$ cat config.mk
export PLATFORM = sky130hd
export DESIGN_NAME = ivs_queue
export DESIGN_NICKNAME = d
export VERILOG_FILES = /design/src/hw/rtl/ivs_queue.sv
export SDC_FILE = /design/constraint.sdc
export NUM_CORES = 1
export LEC_CHECK = 0
export BUFFER_PORTS_ARGS = -buffer_cell sky130_fd_sc_hd__clkbuf_2
export CAP_MARGIN = 10
export CORE_MARGIN = 4
export CORE_UTILIZATION = 46
export CTS_CLUSTER_SIZE = 16
export DETAILED_ROUTE_END_ITERATION = 6
export PLACE_DENSITY = 0.72
export SETUP_SLACK_MARGIN = 0.15
export SLEW_MARGIN = 20
export SYNTH_ARGS = -nofsm -noshare
export SYNTH_HDL_FRONTEND = slang
export SYNTH_SLANG_ARGS = --single-unit
$ cat constraint.sdc
create_clock -name clk -period 1.4 [get_ports clk]
set_input_delay 0 -clock clk [delete_from_list [all_inputs] [get_ports clk]]
set_output_delay 0 -clock clk [all_outputs]
set_load 0.1 [all_outputs]
$ cat src/hw/rtl/ivs_queue.sv
// Two-entry command queue between the front and back ends.
`timescale 1ns / 1ps
module ivs_queue #(
	parameter int WIDTH = 8
) (
	input  logic             clk,
	input  logic             arst_n,
	input  logic             push,
	input  logic [WIDTH-1:0] din,
	output logic             full,
	input  logic             pop,
	output logic [WIDTH-1:0] dout,
	output logic             empty
);
	logic [WIDTH-1:0] entry_q [2];
	logic             wr_ptr_q;
	logic             rd_ptr_q;
	logic [1:0]       count_q;

	assign full  = (count_q == 2'd2);
	assign empty = (count_q == 2'd0);
	assign dout  = entry_q[rd_ptr_q];

	always_ff @(posedge clk) begin
		if (push) begin
			entry_q[wr_ptr_q] <= din;
		end
	end

	always_ff @(posedge clk or negedge arst_n) begin
		if (!arst_n) begin
			wr_ptr_q <= 1'b0;
			rd_ptr_q <= 1'b0;
			count_q  <= 2'd0;
		end else begin
			if (push) begin
				wr_ptr_q <= ~wr_ptr_q;
			end
			if (pop) begin
				rd_ptr_q <= ~rd_ptr_q;
			end
			if (push && !pop) begin
				count_q <= count_q + 2'd1;
			end else if (pop && !push) begin
				count_q <= count_q - 2'd1;
			end
		end
	end
endmodule

==> results.py <==
metrics = {
    "setup_path": {
        "rrSetupSlack_ns": 0.26,
        "crit_arrival_ns": 1.34,
        "cp-start-kind": "flip-flop",
        "worstSetupPathType": "reg2out",
        "cp.required_ns": 1.40,
        "cp_max_fo": 5,
        "endpoint_kind": "output port",
    },
    "flow_run": {
        "cap_violations": 0,
    },
    "sta": {
        "setup_violations": 0,
        "rsz0062_at_grt": "true",
        "hold_violations": 0,
        "layout_min_cycle_time_ns": 1.34,
        "timing.final.crit_share_pct": 95.9,
        "clock.fmax_ghz": 0.745,
        "worstMarginPinSlew_ns": 0.418,
        "finalSetupTns_ns": 0,
        "drv_slew": 0,
        "skew_ns": 0.00212,
        "max_slew_margin_pct": 72.2,
    },
    "yosys": {
        "synth_nets": 54,
        "netlist_top_cells_area": "edfxtp_1 (62%), dfrtp_1 (13%), mux2_2 (12%), xor2_1 (4.5%), ha_1 (1.6%)",
        "yosysMostFrequentCell": "edfxtp_1",
        "synthFlopType": "edfxtp_1",
        "syn_area_sq_um": 771,
        "yosysTopAreaCell": "edfxtp_1",
        "yosys.area.top_type_share_pct": 62.3,
        "synth_common_cells": "edfxtp_1 (16), mux2_2 (8), dfrtp_1 (4), xor2_1 (4), nor2_1 (2)",
        "ys_types": 12,
        "syn_inst": 41,
        "synth-edff-count": 16,
        "async_flop_share_pct": 20.0,
        "syn_area_per_cell_sq_um": 18.8,
        "ys_ff_latch": 20,
        "yosys_warnings": 0,
        "ys_seq_area_share_pct": 75.3,
    },
    "clocking": {
        "cts-buffers-inserted": 3,
        "clk_latency_ns": 0.29,
        "clk_pin_slew_worst_paths_ns": 0.11,
        "cts_buffer_depth": 2,
        "clockRootBuffer": "clkbuf_4",
        "clock_sink_count": 20,
        "tritoncts": "done",
        "cts.htree.levels": 1,
    },
    "global_routing": {
        "grt_overflow": 0,
        "grt_pass1_wl_um": 2640,
        "grt_pass1_vias": 536,
        "grt_antenna_before_repair": 0,
        "grt_max_degree": 12,
        "track_usage_pct": 14.4,
    },
    "detailed_routing": {
        "wl_per_cell_um": 15.2,
        "dr.pass1.iters": 3,
        "ant_nets": 0,
        "initialDrtViolationCount": 4,
        "routed_via_density": 4.77,
        "num_vias": 458,
        "drc": 0,
        "wirelength_um": 1460,
    },
    "place": {
        "finalWeightedCongestion": 0.605,
        "io_buffers": 21,
        "hpwlAfterDp_um": 916,
    },
    "outcome": {
        "status": "completed",
    },
    "floorplanning": {
        "rows": 14,
        "core_sq_mm": 0.00154,
        "start_util_pct": 50.0,
        "dieHeight_um": 48.9,
        "ioPinCount": 22,
        "die_x_um": 48.9,
        "fp.dieArea_sq_mm": 0.00239,
    },
    "finish": {
        "drive_gt1_share_pct": 48.8,
        "area_growth_pct": 57.1,
        "diodes": 0,
        "multiInputGateArea_sq_um": 189,
        "nFillCells": 97,
        "regArea_sq_um": 582,
        "nets": 94,
    },
    "min_path": {
        "min_path_type": "in2async",
    },
}
-- stage by stage --
step	hold slack [ns]	setup slack (ns)	area (sq um)	utilization [%]	std cells
floorplan	-0.296	0.179	773	-	41
global placement	-0.189	0.266	1030	66.8	78
detailed placement	-0.188	0.238	1030	66.8	78
CTS	0.0482	0.0570	1210	78.3	96
global route	0.0475	0.00542	1210	78.6	96
finish	0.0553	0.0573	1210	78.6	96
-- final timing paths --
path                          start            end  depth (start not counted)
hold reg to reg            wr_ptr_q       wr_ptr_q                          1
hold / removal               arst_n       rd_ptr_q                          2
max in group asynchronous    arst_n       rd_ptr_q                          2
setup reg to reg           wr_ptr_q  entry_q[1][1]                          1
setup / recovery           rd_ptr_q        dout[4]                          3
min in group clk             din[5]  entry_q[1][5]                          2
-- critical path, stage by stage, from the launching register on --
cell and delay, ns:
dfrtp_2 0.43, buf_6 0.13, mux2_4 0.31, buf_12 0.17
-- metal layers --
metal  up-vias  GRT usage (%)  wire, um
met2        16           26.5       801
met1       215           16.2       571
met4         0           2.69         9
li1        225              -         -
met3         2           4.28        79
met5         -              0         0
-- repair_timing --
action                                  in CTS  in global routing
hold buffers                                11                  0
endpoints found under the hold margin       22                  0
endpoints found under the setup margin       9                  9
setup buffers                                3                  0
gates resized for setup                      8                  2
-- sequential cells by signal (all words and copies together) (netlist names) --
name / cells
rd_ptr_q: 1
wr_ptr_q: 1
entry_q: 16
count_q: 2
-- cells by family (layout without fill, tap and decap cells) --
family / after synthesis / count (layout) / share of synthesized area [%]
XOR/XNOR: 5 / 5 / 5.68
adder cells (fa/ha/maj): 1 / 1 / 1.62
buffers and inverters: 2 / 41 / 1.95
flip-flops: 20 / 20 / 75.3
multiplexers: 8 / 8 / 11.7
AND/OR/NAND/NOR: 5 / 5 / 3.74
-- cells in the final DEF, fill, tap and decap left out, types with 2 or more instances in the layout --
master         Yosys  routed
clkbuf_2           0      11
buf_4              0       3
mux2_2             8       5
dfrtp_1            4       3
dlygate4sd3_1      0      11
mux2_4             0       3
clkbuf_4           0       3
buf_6              1       2
xor2_1             4       4
buf_12             0       9
edfxtp_1          16      16
-- cell type report --
| cell class | instances | area share, % |
|---|---|---|
| clock buffer | 3 | 1.86 |
| clock inverter | 1 | 0.310 |
| inverter | 1 | 0.310 |
| multi-input combinational | 19 | 15.6 |
| sequential | 20 | 48.0 |
| tap | 16 | 1.65 |
| timing repair buffer | 36 | 32.2 |
Power is left out: the tool's default activity adds up to more than one toggle a clock period on the data nets, which glitch-free logic cannot reach.
