`src/hw/rtl/ivs_pkg.sv`:
```
// Shared types and constants for the indexed value stack.
`timescale 1ns / 1ps
package ivs_pkg;

	localparam int OPCODE_W = 3;
	localparam int INDEX_W  = 10;
	localparam int SECOND_W = 8;
	localparam int NEED_W   = 9;
	localparam int TAG_W    = 4;
	localparam int PAY_W    = 64;
	localparam int DEPTH_W  = 9;
	localparam int STATUS_W = 2;
	localparam int VALUE_W  = TAG_W + PAY_W;

	typedef logic [OPCODE_W-1:0] opcode_t;
	typedef logic [STATUS_W-1:0] status_t;
	typedef logic [1:0] kind_t;

	localparam opcode_t OP_PUSH    = 3'd0;
	localparam opcode_t OP_POP     = 3'd1;
	localparam opcode_t OP_GET     = 3'd2;
	localparam opcode_t OP_SET     = 3'd3;
	localparam opcode_t OP_REVERSE = 3'd4;
	localparam opcode_t OP_CHECK   = 3'd5;

	localparam status_t ST_OK        = 2'd0;
	localparam status_t ST_OVERFLOW  = 2'd1;
	localparam status_t ST_UNDERFLOW = 2'd2;
	localparam status_t ST_BADINDEX  = 2'd3;

	// Work the back end has to do for one item.
	localparam kind_t K_NONE  = 2'd0;
	localparam kind_t K_READ  = 2'd1;
	localparam kind_t K_WRITE = 2'd2;
	localparam kind_t K_REV   = 2'd3;

	typedef struct packed {
		logic signed [INDEX_W-1:0] abs_index;
		logic                      valid;
		logic                      room;
		status_t                   status;
		logic [DEPTH_W-1:0]        depth;
	} res_t;

endpackage

```
`src/hw/rtl/ivs_front.sv`:
```
// Front end: keeps the stack depth, classifies each item and builds its command.
`timescale 1ns / 1ps
module ivs_front #(
	parameter int CAPACITY = 256
) (
	input  logic                                clk,
	input  logic                                arst_n,
	input  logic                                take,
	input  ivs_pkg::opcode_t                    opcode,
	input  logic signed [ivs_pkg::INDEX_W-1:0]  index,
	input  logic [ivs_pkg::SECOND_W-1:0]        second_index,
	input  logic [ivs_pkg::NEED_W-1:0]          needed_slots,
	output ivs_pkg::kind_t                      kind,
	output logic [$clog2(CAPACITY)-1:0]         addr_a,
	output logic [$clog2(CAPACITY)-1:0]         addr_b,
	output ivs_pkg::res_t                       res
);
	import ivs_pkg::*;

	localparam int AW = $clog2(CAPACITY);
	localparam int CW = $clog2(CAPACITY + 1);
	localparam int WW = ((CW > INDEX_W) ? CW : INDEX_W) + 2;

	logic [CW-1:0]        top_q;
	logic [CW-1:0]        top_n;
	logic [CW-1:0]        top_dec;
	logic signed [WW-1:0] top_s;
	logic signed [WW-1:0] idx_s;
	logic signed [WW-1:0] to_s;
	logic signed [WW-1:0] need_s;
	logic signed [WW-1:0] free_s;
	logic signed [WW-1:0] a_s;
	logic signed [WW-1:0] am1_s;
	logic                 ok;

	always_comb begin
		top_dec = top_q - CW'(1);
		top_s   = $signed(WW'(top_q));
		idx_s   = WW'(index);
		to_s    = $signed(WW'(second_index));
		need_s  = $signed(WW'(needed_slots));
		free_s  = $signed(WW'(CAPACITY)) - top_s;
		a_s     = (idx_s < 0) ? (idx_s + top_s + $signed(WW'(1))) : idx_s;
		am1_s   = a_s - $signed(WW'(1));
		ok      = (a_s > 0) && (a_s <= top_s);

		top_n         = top_q;
		kind          = K_NONE;
		addr_a        = '0;
		addr_b        = '0;
		res.abs_index = '0;
		res.valid     = 1'b0;
		res.room      = 1'b0;
		res.status    = ST_OK;

		case (opcode)
			OP_PUSH: begin
				if (top_q == CW'(CAPACITY)) begin
					res.status = ST_OVERFLOW;
				end else begin
					kind   = K_WRITE;
					addr_a = top_q[AW-1:0];
					top_n  = top_q + CW'(1);
				end
			end
			OP_POP: begin
				if (top_q == '0) begin
					res.status = ST_UNDERFLOW;
				end else begin
					kind   = K_READ;
					addr_a = top_dec[AW-1:0];
					top_n  = top_dec;
				end
			end
			OP_GET, OP_SET: begin
				res.abs_index = a_s[INDEX_W-1:0];
				res.valid     = ok;
				addr_a        = am1_s[AW-1:0];
				if (ok) begin
					kind = (opcode == OP_GET) ? K_READ : K_WRITE;
				end else if (opcode == OP_SET) begin
					res.status = ST_BADINDEX;
				end
			end
			OP_REVERSE: begin
				if (idx_s < to_s) begin
					if (idx_s < 0 || to_s >= top_s) begin
						res.status = ST_BADINDEX;
					end else begin
						kind   = K_REV;
						addr_a = idx_s[AW-1:0];
						addr_b = to_s[AW-1:0];
					end
				end
			end
			OP_CHECK: begin
				res.room = (free_s >= need_s);
			end
			default: begin
			end
		endcase

		res.depth = DEPTH_W'(top_n);
	end

	always_ff @(posedge clk or negedge arst_n) begin
		if (!arst_n) begin
			top_q <= '0;
		end else if (take) begin
			top_q <= top_n;
		end
	end
endmodule

```
`config.mk`:
```
export PLATFORM = sky130hd
export DESIGN_NAME = ivs_front
export DESIGN_NICKNAME = d
export VERILOG_FILES = /design/src/hw/rtl/ivs_pkg.sv /design/src/hw/rtl/ivs_front.sv
export SDC_FILE = /design/constraint.sdc
export NUM_CORES = 1
export LEC_CHECK = 0
export BUFFER_PORTS_ARGS = -buffer_cell sky130_fd_sc_hd__buf_2
export CAP_MARGIN = 0
export CORE_UTILIZATION = 59
export CTS_CLUSTER_DIAMETER = 40
export DETAILED_ROUTE_END_ITERATION = 10
export GPL_TIMING_DRIVEN = 0
export PLACE_DENSITY = 0.88
export SKIP_CTS_REPAIR_TIMING = 1
export SYNTH_ARGS = -nofsm -noshare
export SYNTH_HDL_FRONTEND = slang
export SYNTH_SLANG_ARGS = --single-unit
export TNS_END_PERCENT = 1
```
`constraint.sdc`:
```
create_clock -name clk -period 9.4 [get_ports clk]
set_input_delay 0.94 -clock clk [delete_from_list [all_inputs] [get_ports clk]]
set_output_delay 0.94 -clock clk [all_outputs]
set_load 0.1 [all_outputs]
```
==> results.md, run 1 <==
* Syn nets at 473
* HP Class: input pin to asynchronous set/reset pin
* WP data arrival at 4.61 ns
* Buf+Inv Stages, Crit Path at 5
* NumNets Final at 550
* ANT nets after route at 0
* Via Count at 3300
* CP max-delay cell: a21oi_1
* Peak supply drop at 149.8 µV
* CTS max path bufs at 2
* Syn Area/Cell at 7.391 µm²
* Max_slew headroom at 44.94%
* Main synth FF type: dfrtp_1
* LEAKAGE at 0.001689 µW
* Worst-Margin Slew at 0.8172 ns
* Crit path launch: index[0]
* Overall Power at 995.8 µW
* Async set-reset flop share out of synthesis at 100.0%
* Status: complete, no violations
* Max reg flops at 9
* H-tree Lvls at 1
* Critical path's top delay family: compound AO/OA/AOI/OAI gates
* Max-cap violations at 0
* CTS root buffer: clkbuf_8
* Area growth syn-to-layout at 16.45%
* Sequential cell area at 225.2 µm²
* IO buf count at 72
* Final GP Congestion at 1.032
* Drt total wl at 9401 µm
* Clock Latency Late Sink at 0.23 ns
* DP Wirelength at 7527 µm
* EDFF count, synth at 0
* Commonest cells after routing, fill and taps aside: 73 x buf_2, 50 x ha_1, 46 x nor2_1, 39 x inv_1, 39 x nand2_1
* Placement Cell Area at 3303 µm²
* First-pass GRT wire length at 14610 µm
* Antenna cells at 0
* Routed vias/inst at 6.358
* Largest regs: top_q: 9 flops
* Min cycle time layout at 5.551 ns
* Gr ovfl total at 0
* DR iter-0 viols at 342
* DR WL/cell at 18.11 µm
* CP Cell Sequence: buf_2, inv_1, ha_1, inv_1, fa_1, xnor2_1, nor2_1, a21oi_1, inv_1, ha_1, o211ai_1, a21oi_1, o31ai_1, nand3_1, a21oi_2, a311o_1, buf_2
* Sequential share of the synthesized area at 7.833%
* Slew Viols, Final at 0
* Pwr dens at 297.4 nW/µm²
* Std-Cell Rows at 25
* Vias in the first global route at 3030
* Synthesized area at 2875 µm²
* Final core occ at 71.36%
* Maximum fanout along the worst path at 7
* Slowest stage delay, CP at 0.52 ns
* Io pins at 74
* Layout cells sized above 1 at 24.09%
* Initial antenna violation count at 0
* # fillers at 396
* Seq cells post-synth at 9
* Setup tns final at 0 ns
* Initial core utilization at 61.28%
* Area of the multi-input gates at 2375 µm²
* Final Cycle Share at 59.06%
* Worst reg2reg path startpoint: top_q[0]$_DFFE_PN0P_
* Post-synth cell types at 73
* Clock transition at path regs at 0.05 ns
* F_max at 0.1801 GHz
* Most common cell after layout, fill and taps aside: buf_2
* TritonCTS clock tree: yes
* Die X at 71.81 µm
* Most frequent CP cell: inv_1
* RSZ-0062 raised after global routing: no
* Hold Fails Final Rpt at 0
* Die Area at 5157 µm²
* Post-Synthesis Cells at 389
* Die Y at 71.81 µm
* Clock sink count at 9
* Worst clock skew at 0.003940 ns
* Residual DRC at 0
* Pin count of the biggest net entering global routing at 11
* Required time worst endpoint at 8.46 ns
* First-pass DRT Iterations at 5
* Critical Path Source Type: input pin
* Gr usage total at 36.00%
* Final instance area at 3348 µm²
* Crit Path Class: input pin to output port
* Core area at 4692 µm²
* CP endpoint kind: output port
* Largest Register: top_q
* CTS Buf Count at 3
* Synth warn at 0
* # setup viols final at 0
-- cell usage after synthesis (7+ instances only) --
cell type | number | area share [%]
clkbuf_1 | 8 | 1.0
o211ai_1 | 9 | 2.3
inv_1 | 39 | 5.1
a21oi_1 | 19 | 3.3
nand2_1 | 39 | 5.1
nor2_1 | 46 | 6.0
xnor2_1 | 18 | 5.5
nand2b_1 | 8 | 1.7
dfrtp_1 | 9 | 7.8
ha_1 | 50 | 22
nor3_1 | 7 | 1.2
o21ai_0 | 26 | 4.5
-- stage by stage --
step,worst slack (ns),hold WS (ns),cells
6_report,3.849,0.5506,519
5_1_grt,3.637,0.5563,519
4_1_cts,3.904,0.5575,519
3_5_place_dp,3.932,0.6155,515
3_3_place_gp,4.047,0.6069,515
2_1_floorplan,3.630,0.5126,389
-- cells by family (layout without fill, tap and decap cells) --
group,count (synthesis),count (layout),synth area share [%]
AO/OA/AOI/OAI,102,102,24.89
adder cells (fa/ha/maj),51,51,22.45
flip-flops,9,9,7.833
buffers and inverters,57,133,9.573
multiplexers,6,6,2.176
XOR/XNOR,19,19,5.788
AND/OR/NAND/NOR,145,145,27.29
-- where the power goes --
part           switching, µW  internal, µW
Sequential              22.5          53.5
Clock                   14.9          29.5
Combinational            632           244
-- worst paths after layout --
path	end	slack, ns	cells after the start
max	kind[1]	3.85	17
min	top_q[8]$_DFFE_PN0P_	0.55	1
max reg2reg	top_q[1]$_DFFE_PN0P_	6.12	12
min reg2reg	top_q[8]$_DFFE_PN0P_	0.66	1
max in group asynchronous	top_q[5]$_DFFE_PN0P_	8.67	1
min in group clk	top_q[8]$_DFFE_PN0P_	0.66	1
-- routing by layer --
metal / GRT usage [%] / share of wire (%) / vias to the layer above
li1: - / - / 1545
met1: 47.86 / 41 / 1507
met2: 59.33 / 46 / 222
met3: 4.219 / 11 / 26
met4: 14.38 / 2.1 / 0
met5: 0 / 0 / -
-- area by class of cell --
cell class                      instances  area share, %
Buffer                                 16          3.625
Sequential cell                         9          6.726
Multi-Input combinational cell        323          70.93
Tap cell                               54          2.018
Clock buffer                            4          1.345
Timing Repair Buffer                   72          10.76
Inverter                               41          4.596
Note: power is estimated with default switching activity, not from simulation.
==> run 2: changes to the inputs <==
- CORE_UTILIZATION: 59 -> 50
- PLACE_DENSITY: 0.88 -> 0.79
- clock period: 9.4 -> 4.49 ns (I/O delays scaled with it)
==> run 2 against run 1 <==
Critical path depth shrank 2. Design area up 4.9%. Final cell count up 4.8%. Die area grew 17%. Routed wire length rose by 3.4%. Clock power grew 110%. First-iteration DRC count fell by 12%. Highest routed layer unchanged.
==> results.md, run 2 (synthesized netlist as in run 1, its figures left out) <==
* LEAKAGE at 0.001731 µW (was 0.001689 µW)
* Worst-Margin Slew at 0.8481 ns (was 0.8172 ns)
* Critical Path Source Type: register (was input pin)
* Std-Cell Rows at 27 (was 25)
* DR WL/cell at 17.86 µm (was 18.11 µm)
* Required time worst endpoint at 4.04 ns (was 8.46 ns)
* Sequential cell area at 226.5 µm² (was 225.2 µm²)
* Final worst slack at 0.04219 ns (was 3.849 ns)
* # fillers at 538 (was 396)
* Hold Fails Final Rpt at 0 (unchanged)
* Die X at 77.83 µm (was 71.81 µm)
* Clk pwr share at 4.2% (was 4.5%)
* R2r endpoint: top_q[1]$_DFFE_PN0P_ (unchanged)
* Clock sink count at 9 (unchanged)
* Combinational share of power at 88.3% (was 87.9%)
* Worst reg2reg path startpoint: top_q[1]$_DFFE_PN0P_ (was top_q[0]$_DFFE_PN0P_)
* First-pass GRT wire length at 15530 µm (was 14610 µm)
* Largest regs: top_q: 9 flops (unchanged)
* Crit path launch: top_q[0]$_DFFE_PN0P_ (was index[0])
* CTS max path bufs at 2 (unchanged)
* Area growth syn-to-layout at 22.19% (was 16.45%)
* Largest Register: top_q (unchanged)
* Met2 global-route usage at 53.72% (was 59.33%)
* # setup viols final at 0 (unchanged)
* Met1 Use GR at 44.08% (was 47.86%)
* Most common cell after layout, fill and taps aside: buf_2 (unchanged)
* Gr usage total at 32.62% (was 36.00%)
* First-pass DRT Iterations at 5 (unchanged)
* R2r setup slk at 1.22 ns (was 6.12 ns)
* DP Wirelength at 7689 µm (was 7527 µm)
* NumNets Final at 557 (was 550)
* Pre-CTS WS at -0.1887 ns (was 3.932 ns)
* Net Sw Power at 1432 µW (was 669.1 µW)
* Fin Hold WS at 0.05939 ns (was 0.5506 ns)
* Switching share of power at 66.23% (was 67.19%)
* Max reg flops at 9 (unchanged)
* F_max at 0.2248 GHz
* H-tree Lvls at 1 (unchanged)
* Die Area at 6058 µm² (was 5157 µm²)
* Via Count at 3282 (was 3300)
* Core area at 5540 µm² (was 4692 µm²)
* Int Pwr at 730.3 µW (was 326.7 µW)
* Vias in the first global route at 3133 (was 3030)
* RSZ-0062 raised after global routing: yes (was no)
* Initial antenna violation count at 0 (unchanged)
* Initial core utilization at 51.90% (was 61.28%)
* WP data arrival at 4.00 ns (was 4.61 ns)
* Layout cells sized above 1 at 27.12% (was 24.09%)
* Maximum fanout along the worst path at 6 (was 7)
* TritonCTS clock tree: yes (unchanged)
* Commonest cells after routing, fill and taps aside: 68 x buf_2, 49 x ha_1, 46 x nor2_1, 39 x nand2_1, 38 x inv_1 (was 73 x buf_2, 50 x ha_1, 46 x nor2_1, 39 x inv_1, 39 x nand2_1)
* Gr ovfl total at 0 (unchanged)
* Clock transition at path regs at 0.04 ns (was 0.05 ns)
* Max-cap violations at 0 (unchanged)
* HP Class: input pin to asynchronous set/reset pin (unchanged)
* Peak supply drop at 347.3 µV (was 149.8 µV)
* Crit Path Class: register to output port (was input pin to output port)
* Pin count of the biggest net entering global routing at 11 (unchanged)
* Met3 GRT Util at 2.588% (was 4.219%)
* Residual DRC at 0 (unchanged)
* IO buf count at 72 (unchanged)
* Status: complete, no violations (unchanged)
* Clock Latency Late Sink at 0.23 ns (about the same)
* Drt total wl at 9716 µm (was 9401 µm)
* Final GP Congestion at 0.9722 (was 1.032)
* Area of the multi-input gates at 2421 µm² (was 2375 µm²)
* Io pins at 74 (unchanged)
* Routed vias/inst at 6.033 (was 6.358)
* Reg power frac at 7.4% (was 7.6%)
* CTS Buf Count at 3 (unchanged)
* Max_slew headroom at 42.86% (was 44.94%)
* Top Usage Layer GRT: met2 (unchanged)
* Slew Viols, Final at 0 (unchanged)
* Final Cycle Share at 99.06%
* DR iter-0 viols at 300 (was 342)
* Min cycle time layout at 4.448 ns
* Pwr dens at 615.5 nW/µm² (was 297.4 nW/µm²)
* ANT nets after route at 0 (unchanged)
* CTS root buffer: clkbuf_8 (unchanged)
* Worst clock skew at 0.003986 ns (was 0.003940 ns)
* Reg2reg path depth at 13 (was 12)
* Antenna cells at 0 (unchanged)
* Die Y at 77.83 µm (was 71.81 µm)
* CP endpoint kind: output port (unchanged)
## run 2: cell types whose count changed in the layout (fill, tap and decap cells not counted), moves of 2 or more
cell      change
buf_4         +7
buf_2         -5
clkbuf_4      +3
buf_12        +2
## run 2: final cells by class
cell class | count | area share (%)
buffer | 16 | 3.454
clock buffer | 4 | 1.282
inverter | 41 | 4.523
multi-input combinational | 323 | 68.91
sequential | 9 | 6.446
tap | 72 | 2.564
timing repair buffer | 79 | 12.82
## run 2: routing by layer
| metal | part of all wire (%) | up-vias |
|---|---|---|
| met5 | 0 | - |
| met2 | 46 | 197 |
| li1 | - | 1557 |
| met4 | 2.6 | 0 |
| met1 | 41 | 1503 |
| met3 | 11 | 25 |
## run 2: metrics by stage
step           power [µW]  instance area, µm²  util (%)  TNS [ns]  cells
3_5_place_dp         1968                3326     60.03   -0.3795    533
2_1_floorplan        1588                2875         -    -1.365    389
6_report             2162                3513     63.41         0    544
5_1_grt              2309                3513     63.41  -0.07229    544
4_1_cts              2066                3371     60.84    -1.756    537
3_3_place_gp         1928                3326     60.03   -0.2430    533
## run 2: worst max-delay path, cell delays in order, from the launching register on
cell	delay (ns)
dfrtp_2	0.47
clkinv_4	0.11
ha_2	0.19
inv_1	0.05
fa_2	0.39
a211oi_4	0.30
nor3_1	0.14
nor3_4	0.30
inv_1	0.08
ha_1	0.30
nand4_1	0.14
a21oi_1	0.07
o31ai_2	0.32
nand4_1	0.27
o311ai_4	0.43
buf_12	0.22
## run 2: worst max path at each step
| stage | depth (start not counted) | to | slack [ns] |
|---|---|---|---|
| after floorplan | 11 | addr_a[5] | -0.31 |
| after global placement | 15 | kind[0] | -0.14 |
| after detailed placement | 16 | kind[1] | -0.19 |
| after CTS | 15 | kind[0] | -0.47 |
| after global routing | 15 | kind[0] | -0.07 |
| final | 15 | kind[0] | 0.04 |
## run 2: power groups by stage
| stage | combinational, µW | sequential [µW] | clock [µW] |
|---|---|---|---|
| after floorplan | 1450 | 138 | 0 |
| after global placement | 1770 | 161 | 0 |
| after detailed placement | 1810 | 162 | 0 |
| after CTS | 1810 | 161 | 92.6 |
| after global routing | 2050 | 166 | 97.0 |
| final | 1910 | 161 | 91.5 |
